### config.mk
export PLATFORM = sky130hd
export DESIGN_NAME = wrsg_cfg
export DESIGN_NICKNAME = d
export VERILOG_FILES = /design/src/hdl/wrsg_pkg.sv /design/src/hdl/wrsg_cfg.sv
export SDC_FILE = /design/constraint.sdc
export NUM_CORES = 2
export LEC_CHECK = 0
export BUFFER_PORTS_ARGS = -buffer_cell sky130_fd_sc_hd__buf_2
export CELL_PAD_IN_SITES_DETAIL_PLACEMENT = 1
export CELL_PAD_IN_SITES_GLOBAL_PLACEMENT = 2
export CORE_ASPECT_RATIO = 1.2
export CORE_MARGIN = 4
export CORE_UTILIZATION = 29
export CTS_CLUSTER_SIZE = 10
export DETAILED_ROUTE_END_ITERATION = 12
export PLACE_DENSITY = 0.68
export SETUP_SLACK_MARGIN = 0.2
export SKIP_CTS_REPAIR_TIMING = 1
export SKIP_LAST_GASP = 1
export SYNTH_ARGS = -nofsm -noshare
export SYNTH_HDL_FRONTEND = slang
export SYNTH_SLANG_ARGS = --single-unit
### constraint.sdc
create_clock -name clk_i -period 9.3 [get_ports clk_i]
set_input_delay 0.93 -clock clk_i [delete_from_list [all_inputs] [get_ports clk_i]]
set_output_delay 0.93 -clock clk_i [all_outputs]
set_load 0.02 [all_outputs]
### src/hdl/wrsg_pkg.sv
// wrsg_pkg: shared types and constants of the wrapped row segment generator
// holds register indexes, field widths, state and segment codes, table structs
// no dependencies
package wrsg_pkg;

  // configuration port
  localparam int unsigned CFG_IDX_W  = 3;
  localparam int unsigned CFG_DATA_W = 18;

  localparam logic [CFG_IDX_W-1:0] REG_ROW_LENGTH      = 3'd0;
  localparam logic [CFG_IDX_W-1:0] REG_ROW_COUNT       = 3'd1;
  localparam logic [CFG_IDX_W-1:0] REG_WRAP_WIDTH      = 3'd2;
  localparam logic [CFG_IDX_W-1:0] REG_WINDOW_X_START  = 3'd3;
  localparam logic [CFG_IDX_W-1:0] REG_WINDOW_X_END    = 3'd4;
  localparam logic [CFG_IDX_W-1:0] REG_BYTES_PER_PIXEL = 3'd5;

  // field widths
  localparam int unsigned PLANE_W = 24;
  localparam int unsigned ROW_W   = 18;
  localparam int unsigned OFF_W   = 48;
  localparam int unsigned LEN_W   = 22;

  // sequencer that rebuilds the segment table after reset or a register write
  typedef enum logic [1:0] {
    ST_LOAD,
    ST_DIV,
    ST_SETTLE,
    ST_RUN
  } cfg_state_e;

  // segment slots in emission order
  typedef enum logic [1:0] {
    SEG_TAIL,
    SEG_LPAD,
    SEG_MAIN,
    SEG_RPAD
  } seg_e;

  // image geometry used by the row base pipeline
  typedef struct packed {
    logic [15:0] row_length;
    logic [15:0] row_count;
    logic [3:0]  bytes_per_pixel;
  } geom_t;

  // per-row segment plan, identical for every in-image row
  typedef struct packed {
    logic [3:0]       en;
    logic [LEN_W-1:0] len_tail;
    logic [LEN_W-1:0] len_lpad;
    logic [LEN_W-1:0] len_main;
    logic [LEN_W-1:0] len_rpad;
    logic [LEN_W-1:0] len_oor;
    logic [OFF_W-1:0] coloff_tail;
    logic [OFF_W-1:0] coloff_main;
  } seg_tab_t;

endpackage

### src/hdl/wrsg_cfg.sv
// wrsg_cfg: configuration registers and the segment plan derived from them
// runs a serial remainder unit for the wrap shift, then a three-stage plan build
// depends on wrsg_pkg
module wrsg_cfg (
  input  logic                               clk_i,
  input  logic                               rst_ni,
  input  logic                               cfg_we_i,
  input  logic [wrsg_pkg::CFG_IDX_W-1:0]     cfg_idx_i,
  input  logic [wrsg_pkg::CFG_DATA_W-1:0]    cfg_wdata_i,
  output logic                               plan_ready_o,
  output wrsg_pkg::geom_t                    geom_o,
  output wrsg_pkg::seg_tab_t                 tab_o
);

  localparam logic [4:0] DIV_LAST    = 5'd17;
  localparam logic [4:0] SETTLE_LAST = 5'd2;

  // pixel count to byte length, negative counts give zero
  function automatic logic [wrsg_pkg::LEN_W-1:0] seg_len(input logic signed [20:0] n,
                                                         input logic [3:0] b);
    logic [23:0] p;
    p = 24'(n[19:0]) * 24'(b);
    if (n[20]) begin
      seg_len = '0;
    end else begin
      seg_len = p[wrsg_pkg::LEN_W-1:0];
    end
  endfunction

  // column to signed byte offset, sign extended to the offset width
  function automatic logic [wrsg_pkg::OFF_W-1:0] col_bytes(input logic signed [20:0] col,
                                                           input logic [3:0] b);
    logic signed [24:0] p;
    p = 25'(col) * 25'($signed({1'b0, b}));
    col_bytes = wrsg_pkg::OFF_W'(p);
  endfunction

  // configuration registers
  logic [15:0]        row_length_q, row_count_q, wrap_width_q;
  logic signed [17:0] x_start_q, x_end_q;
  logic [3:0]         bpp_q;

  always_ff @(posedge clk_i or negedge rst_ni) begin
    if (!rst_ni) begin
      row_length_q <= 16'd1;
      row_count_q  <= 16'd1;
      wrap_width_q <= 16'd0;
      x_start_q    <= '0;
      x_end_q      <= '0;
      bpp_q        <= 4'd1;
    end else if (cfg_we_i) begin
      unique case (cfg_idx_i)
        wrsg_pkg::REG_ROW_LENGTH:      row_length_q <= cfg_wdata_i[15:0];
        wrsg_pkg::REG_ROW_COUNT:       row_count_q  <= cfg_wdata_i[15:0];
        wrsg_pkg::REG_WRAP_WIDTH:      wrap_width_q <= cfg_wdata_i[15:0];
        wrsg_pkg::REG_WINDOW_X_START:  x_start_q    <= $signed(cfg_wdata_i);
        wrsg_pkg::REG_WINDOW_X_END:    x_end_q      <= $signed(cfg_wdata_i);
        wrsg_pkg::REG_BYTES_PER_PIXEL: bpp_q        <= cfg_wdata_i[3:0];
        default: ;
      endcase
    end
  end

  // sequencer state
  wrsg_pkg::cfg_state_e state_q, state_d;
  logic [4:0]           cnt_q, cnt_d;

  always_ff @(posedge clk_i or negedge rst_ni) begin
    if (!rst_ni) begin
      state_q <= wrsg_pkg::ST_LOAD;
      cnt_q   <= '0;
    end else begin
      state_q <= state_d;
      cnt_q   <= cnt_d;
    end
  end

  always_comb begin
    state_d = state_q;
    cnt_d   = cnt_q;
    unique case (state_q)
      wrsg_pkg::ST_LOAD: begin
        state_d = wrsg_pkg::ST_DIV;
        cnt_d   = '0;
      end
      wrsg_pkg::ST_DIV: begin
        if (cnt_q == DIV_LAST) begin
          state_d = wrsg_pkg::ST_SETTLE;
          cnt_d   = '0;
        end else begin
          cnt_d = cnt_q + 5'd1;
        end
      end
      wrsg_pkg::ST_SETTLE: begin
        if (cnt_q == SETTLE_LAST) begin
          state_d = wrsg_pkg::ST_RUN;
        end else begin
          cnt_d = cnt_q + 5'd1;
        end
      end
      wrsg_pkg::ST_RUN: ;
      default: state_d = wrsg_pkg::ST_LOAD;
    endcase
    // any register write restarts the plan build
    if (cfg_we_i) begin
      state_d = wrsg_pkg::ST_LOAD;
    end
  end

  assign plan_ready_o = (state_q == wrsg_pkg::ST_RUN);

  // serial remainder of |window_x_end| by wrap_width, one quotient bit a cycle
  logic [17:0] dvd_q;
  logic [15:0] rem_q;
  logic [16:0] trial;

  assign trial = {rem_q, dvd_q[17]};

  always_ff @(posedge clk_i) begin
    if (state_q == wrsg_pkg::ST_LOAD) begin
      dvd_q <= x_end_q[17] ? 18'(-x_end_q) : x_end_q;
      rem_q <= '0;
    end else if (state_q == wrsg_pkg::ST_DIV) begin
      dvd_q <= {dvd_q[16:0], 1'b0};
      if (trial >= {1'b0, wrap_width_q}) begin
        rem_q <= 16'(trial - {1'b0, wrap_width_q});
      end else begin
        rem_q <= trial[15:0];
      end
    end
  end

  // plan stage 0: shifted window edges
  logic               wnz_q;
  logic signed [20:0] x0_q, xe_q, lw_q, w_q, len_q, n_oor_q;
  logic signed [20:0] rem_s, x_start_s, x_end_s;

  assign rem_s     = x_end_q[17] ? -$signed({5'b0, rem_q}) : $signed({5'b0, rem_q});
  assign x_start_s = 21'(x_start_q);
  assign x_end_s   = 21'(x_end_q);

  always_ff @(posedge clk_i) begin
    wnz_q   <= (wrap_width_q != 16'd0);
    w_q     <= $signed({5'b0, wrap_width_q});
    len_q   <= $signed({5'b0, row_length_q});
    lw_q    <= $signed({5'b0, row_length_q}) - $signed({5'b0, wrap_width_q});
    n_oor_q <= x_end_s - x_start_s;
    if (wrap_width_q != 16'd0) begin
      x0_q <= x_start_s - x_end_s + rem_s;
      xe_q <= rem_s;
    end else begin
      x0_q <= x_start_s;
      xe_q <= x_end_s;
    end
  end

  // plan stage 1: which segments exist, their pixel counts and columns
  logic               tail_en, lpad_en, main_en, rpad_en;
  logic signed [20:0] xa, xb, xc, xm;
  logic signed [20:0] n_tail, n_lpad, n_main, n_rpad, col_tail;

  always_comb begin
    tail_en  = x0_q[20] && wnz_q && (x0_q < lw_q);
    n_tail   = lw_q - x0_q;
    col_tail = w_q + x0_q;
    xa       = tail_en ? lw_q : x0_q;
    lpad_en  = xa[20];
    n_lpad   = -xa;
    xb       = lpad_en ? '0 : xa;
    main_en  = (xb < len_q);
    xm       = (xe_q < len_q) ? xe_q : len_q;
    n_main   = xm - xb;
    xc       = main_en ? xm : xb;
    rpad_en  = (xc < xe_q);
    n_rpad   = xe_q - xc;
  end

  logic [3:0]         en_q;
  logic signed [20:0] n_tail_q, n_lpad_q, n_main_q, n_rpad_q, n_oor1_q;
  logic signed [20:0] col_tail_q, col_main_q;

  always_ff @(posedge clk_i) begin
    en_q[wrsg_pkg::SEG_TAIL] <= tail_en;
    en_q[wrsg_pkg::SEG_LPAD] <= lpad_en;
    en_q[wrsg_pkg::SEG_MAIN] <= main_en;
    en_q[wrsg_pkg::SEG_RPAD] <= rpad_en;
    n_tail_q   <= n_tail;
    n_lpad_q   <= n_lpad;
    n_main_q   <= n_main;
    n_rpad_q   <= n_rpad;
    n_oor1_q   <= n_oor_q;
    col_tail_q <= col_tail;
    col_main_q <= xb;
  end

  // plan stage 2: byte lengths and column byte offsets
  wrsg_pkg::seg_tab_t tab_q;

  always_ff @(posedge clk_i) begin
    tab_q.en          <= en_q;
    tab_q.len_tail    <= seg_len(n_tail_q, bpp_q);
    tab_q.len_lpad    <= seg_len(n_lpad_q, bpp_q);
    tab_q.len_main    <= seg_len(n_main_q, bpp_q);
    tab_q.len_rpad    <= seg_len(n_rpad_q, bpp_q);
    tab_q.len_oor     <= seg_len(n_oor1_q, bpp_q);
    tab_q.coloff_tail <= col_bytes(col_tail_q, bpp_q);
    tab_q.coloff_main <= col_bytes(col_main_q, bpp_q);
  end

  assign tab_o                  = tab_q;
  assign geom_o.row_length      = row_length_q;
  assign geom_o.row_count       = row_count_q;
  assign geom_o.bytes_per_pixel = bpp_q;

endmodule

* Yosys cells after proc, flatten, opt, wreduce, memory -nomap -nowiden *
Index checks and enable logic that the tools add are counted.

storage, ports and cells
  register bits = 551
  bits of input ports = 24
  output and inout port bits = 247
  logic and storage cells = 105

cells by class
  add/sub/neg operators = 13
  $mul = 7
  magnitude comparators = 5
  equal/unequal tests = 13
  muxes and demuxes = 18
  reduce and logical (&&, ||, !) cells = 16

operator list
  kind                 number
  $mux W21             6
  $mul A20 B4 Y22      5
  $mux W18             3
  $lt A21 B17 Y1       2
  $sub A21 B21 Y21     2
  $sub A18 B18 Y19     2
  $mul A21 B5 Y25      1
  $mul A20 B4 Y24      1
  $add A17 B21 Y21     1
  $add A19 B21 Y21     1
  $lt A21 B21 Y1       1
  $neg A16 Y21         1
  $neg A21 Y21         1
  $sub A17 B21 Y21     1
  $lt A20 B16 Y1       1
  $mux W20             1
  $neg A18 Y18         1
  $ge A17 B16 Y1       1
  $sub A16 B16 Y17     1
  $mux W16             1
  $reduce_bool A16 Y1  1
  $sub A16 B16 Y16     1
  $pmux W5 S3          1
  $reduce_and A2 Y1    7
  other kinds (20)     28

* Depth between registers and ports, before layout *
  word-level depth = 7
  gate-level depth with buffers = 34
  gate-level depth less buffers = 32

* Worst setup path after synthesis *
No wires, ideal clock.

  path kind = reg2reg
  from = register x0_q[19]
  to = register n_rpad_q[20]
  setup time = 0.072 ns
  data arrival time = 6.726 ns
  path slack = 2.501 ns
  stages on the path, launching flop included = 30
  period minus slack after synthesis = 6.799 ns
  path through = dfxtp_1 > clkbuf_1 > inv_1 > ha_1 > nand4_1 > nor2_1 > o41ai_1 > nor3_1 > nor2_1 > clkbuf_1 > a21oi_1 > ha_1 > maj3_1 > a311o_1 > a221o_1 > a221oi_2 > buf_6 > mux2i_1 > ha_1 > inv_1 > fa_1 > a21o_1 > a21oi_1 > o21bai_1 > a21oi_1 > o21ai_0 > nand2_1 > o211ai_1 > a221oi_1 > xnor2_1

between the ends
  cells in the longest elaborated chain, start to end = 7

ends and longest elaborated chain
  element                 RTL line         text
  start, declared         wrsg_cfg.sv:135  logic signed [20:0] x0_q, xe_q, lw_q, w_q, len_q, n_oor_q;
  start signal, assigned  wrsg_cfg.sv:149  x0_q <= x_start_s - x_end_s + rem_s;
  start signal, assigned  wrsg_cfg.sv:152  x0_q <= x_start_s;
  $lt A21 B17 Y1          wrsg_cfg.sv:163  tail_en = x0_q[20] && wnz_q && (x0_q < lw_q);
  $logic_and A1 B1 Y1     wrsg_cfg.sv:163
  $mux W21                wrsg_cfg.sv:166  xa = tail_en ? lw_q : x0_q;
  named net xa[20]        wrsg_cfg.sv:159  logic signed [20:0] xa, xb, xc, xm;
  $mux W20                wrsg_cfg.sv:169  xb = lpad_en ? '0 : xa;
  named net xb[4]         wrsg_cfg.sv:159
  $lt A20 B16 Y1          wrsg_cfg.sv:170  main_en = (xb < len_q);
  named net main_en       wrsg_cfg.sv:158  logic tail_en, lpad_en, main_en, rpad_en;
  $mux W21                wrsg_cfg.sv:173  xc = main_en ? xm : xb;
  $sub A21 B21 Y21        wrsg_cfg.sv:175  n_rpad = xe_q - xc;
  named net n_rpad[20]    wrsg_cfg.sv:160  logic signed [20:0] n_tail, n_lpad, n_main, n_rpad, col_tail;
  end signal, assigned    wrsg_cfg.sv:190  n_rpad_q <= n_rpad;
  end, declared           wrsg_cfg.sv:179  logic signed [20:0] n_tail_q, n_lpad_q, n_main_q, n_rpad_q, n_oor1_q;

The timed path passes the listed nets, and every way through them passes these cells.
A chain may end at the register's enable or synchronous reset.

* Final worst setup path *
  from = register x0_q[20]
  to = register en_q[3]

between the ends
  cells in the longest elaborated chain, start to end = 7

ends and longest elaborated chain
  element                                                RTL line         text
  $lt A21 B17 Y1 or $logic_and A1 B1 Y1 (tied branches)  wrsg_cfg.sv:163
  $logic_and A1 B1 Y1                                    wrsg_cfg.sv:163
  $mux W21 (*)                                           wrsg_cfg.sv:166
  $mux W20 (*)                                           wrsg_cfg.sv:169
  named net xb[10]                                       wrsg_cfg.sv:159
  $lt A20 B16 Y1                                         wrsg_cfg.sv:170
  $mux W21 (*)                                           wrsg_cfg.sv:173
  $lt A21 B21 Y1 (*)                                     wrsg_cfg.sv:174  rpad_en = (xc < xe_q);
  named net rpad_en                                      wrsg_cfg.sv:158
  end signal, assigned by index                          wrsg_cfg.sv:183  en_q[wrsg_pkg::SEG_TAIL] <= tail_en;
  end signal, assigned by index                          wrsg_cfg.sv:184  en_q[wrsg_pkg::SEG_LPAD] <= lpad_en;
  end signal, assigned by index                          wrsg_cfg.sv:185  en_q[wrsg_pkg::SEG_MAIN] <= main_en;
  end, declared                                          wrsg_cfg.sv:178  logic [3:0] en_q;

Mark *: on every way through the listed nets, which the timed path passes. The rest lies on a longest branch.

==> impl_metrics.ini <==
[worst_setup_path]
cpMaxStageDelayCell = o41ai_1
worstPathRequired_ns = 9.87
startpoint_type = register
worst_path_largest_cell_delay_ns = 0.64
worstSetupPathType = reg2reg
cp.arrival_ns = 8.47
r2r-start = x0_q[20]
endpoint_kind = register
crit_fanout = 31
cp-startpoint = x0_q[20]
ff2ff_path_depth = 28

[yosys]
ys_seq_area_share_pct = 29.0
async_flop_share_pct = 17.2
synth_most_common_cell = nand2_1
ys_ff_latch = 551
synth_cells = 4509
synth_top_area_cell = dfxtp_1
syn_area_per_cell_um2 = 8.95
ys.flop_type = dfxtp_1
synth_warnings = 0
synth_top_area_share_pct = 21.7
synth_common_cells = nand2_1, inv_1, dfxtp_1
synth_edf_count = 18
syn-cell-area_um2 = 40400
synth.distinct_cells = 87
synth_area_leaders = dfxtp_1, fa_1, ha_1

[timing]
grt_setup_unrepaired = no
final.setup.tns_ns = 0
fin_ws_ns = 1.39
tightest_slew_ns = 1.06
worst_hold_slack_ns = 0.259
period_needed_ns = 7.91
drv_slew = 0
skew_ns = 0.0275
relSlewSlack_pct = 29.2
setup_viol = 0
period_share_pct = 85.0
hold_viol = 0
fmax_mhz = 126

[route]
viasPerCell = 4.81
drt_pass1_iterations = 5
routed_wl_um = 130000
wl_met1_um = 57400
drt_iter0_markers = 1139
dr_wl_met2_um = 65200
drc_errors = 0
num_vias = 31599
topRoutingLayerUsed = met4
ant_nets = 0
wl_per_cell_um = 19.8
wl_met3_um = 4290

[cts]
h-tree-depth = 3
cts_tree = yes
cts_root_buf = clkbuf_16
path_clk_slew_ns = 0.06
clock-sinks = 551
clk_latency_ns = 0.68
cts_buffer_depth = 3
cts_buffers = 73

[grt]
grt_pass1_wl_um = 202000
grt_pass1_vias = 33979
antenna_found_initial = 9
grt_start_max_net_pins = 135
grt_usage_pct = 17.9
grt_overflow = 0

[die]
num_io_pins = 271
die_area_um2 = 145000
die_h_um = 417
die-width_um = 349
core_um2 = 138000
placementRows = 149
initial_core_util_pct = 29.3

[outcome]
status = completed

[final_layout]
final_cells = 6573
area_delta_synth_final_pct = 13.3
final_nets = 5399
drive_gt1_share_pct = 10.6

[placement]
place_congestion = 0.891
place_ws_ns = 1.40
port_buffers = 246
dp_hpwl_um = 105000
dp.cells = 6449

[job]
drv_cap = 0

[worst_hold_path]
min_path_type = in2async
-- layer usage --
layer,up-vias,global-route usage [%]
met2,439,32.1
met3,148,2.23
met4,0,5.37
met1,15764,22.2
li1,15248,-
met5,-,0
-- state kept, by name, summed over array words and instances, names as in the netlist, 17 cells and up --
signal	count
tab_o	163
col_tail_q	21
n_lpad_q	21
n_main_q	21
n_rpad_q	21
n_tail_q	21
x0_q	21
xe_q	21
col_main_q	20
n_oor1_q	19
n_oor_q	19
dvd_q	18
x_end_q	18
x_start_q	18
lw_q	17
-- worst max-delay path: cells and delay by family, from the launching register on --
family,cells,cell delay [ns]
compound gates,14,3.77
fa+ha+maj,3,0.97
buf+inv,3,0.99
flops,1,0.62
mux,1,0.27
simple gates,7,1.16
-- area by class of cell --
cell class              count  area, µm²
fillers                 16059      92000
multi-input cells        3308      26100
flip-flops and latches    551      11700
well taps                1812       2270
clock buffers             102       2060
inverters                 501       1880
repair buffers            277       1500
clock inverters            21        231
diodes                      1       2.50
-- per-stage QoR --
stage	area [µm²]	util (%)
after CTS	45700	33.2
after floorplan	40400	-
after detailed placement	43400	31.5
after global placement	43400	31.5
final	45700	33.2
after global routing	45700	33.2
-- logic make-up after synthesis --
| group | share of synthesized area (%) |
|---|---|
| simple gates | 17.2 |
| compound gates | 11.7 |
| buf+inv | 6.76 |
| fa+ha+maj | 25.9 |
| flops | 29.0 |
| xor+xnor | 6.47 |
| mux | 3.01 |
| other cells | 0.00929 |
-- layout by cell type, fill, tap and decap left out, drive strengths merged, types with 36 or more instances in the layout --
cell type	netlist	final
nand2	543	543
inv	501	505
dfxtp	438	438
ha	378	378
nor2	318	318
fa	285	285
buf	59	277
a21oi	228	228
and2	211	211
xnor2	193	193
o21ai	175	175
xor2	105	105
clkbuf	113	102
dfrtp	92	92
nor3	88	88
mux2	76	76
a21o	64	64
nand3	62	62
nor2b	45	45
a211oi	39	39
nand2b	39	39
a31oi	37	37
mux2i	36	36
-- path summary, 6_finish.rpt --
path                                   end  slack (ns)
setup / recovery                   en_q[3]        1.39
hold / removal             row_count_q[10]        0.26
setup reg to reg                   en_q[3]        1.39
hold reg to reg                n_oor1_q[5]        0.32
max in group asynchronous         bpp_q[2]        7.77
min in group clk_i             n_oor1_q[5]        0.32
Power is left out: the tool's default activity adds up to more than one toggle a clock period on the data nets, which glitch-free logic cannot reach.
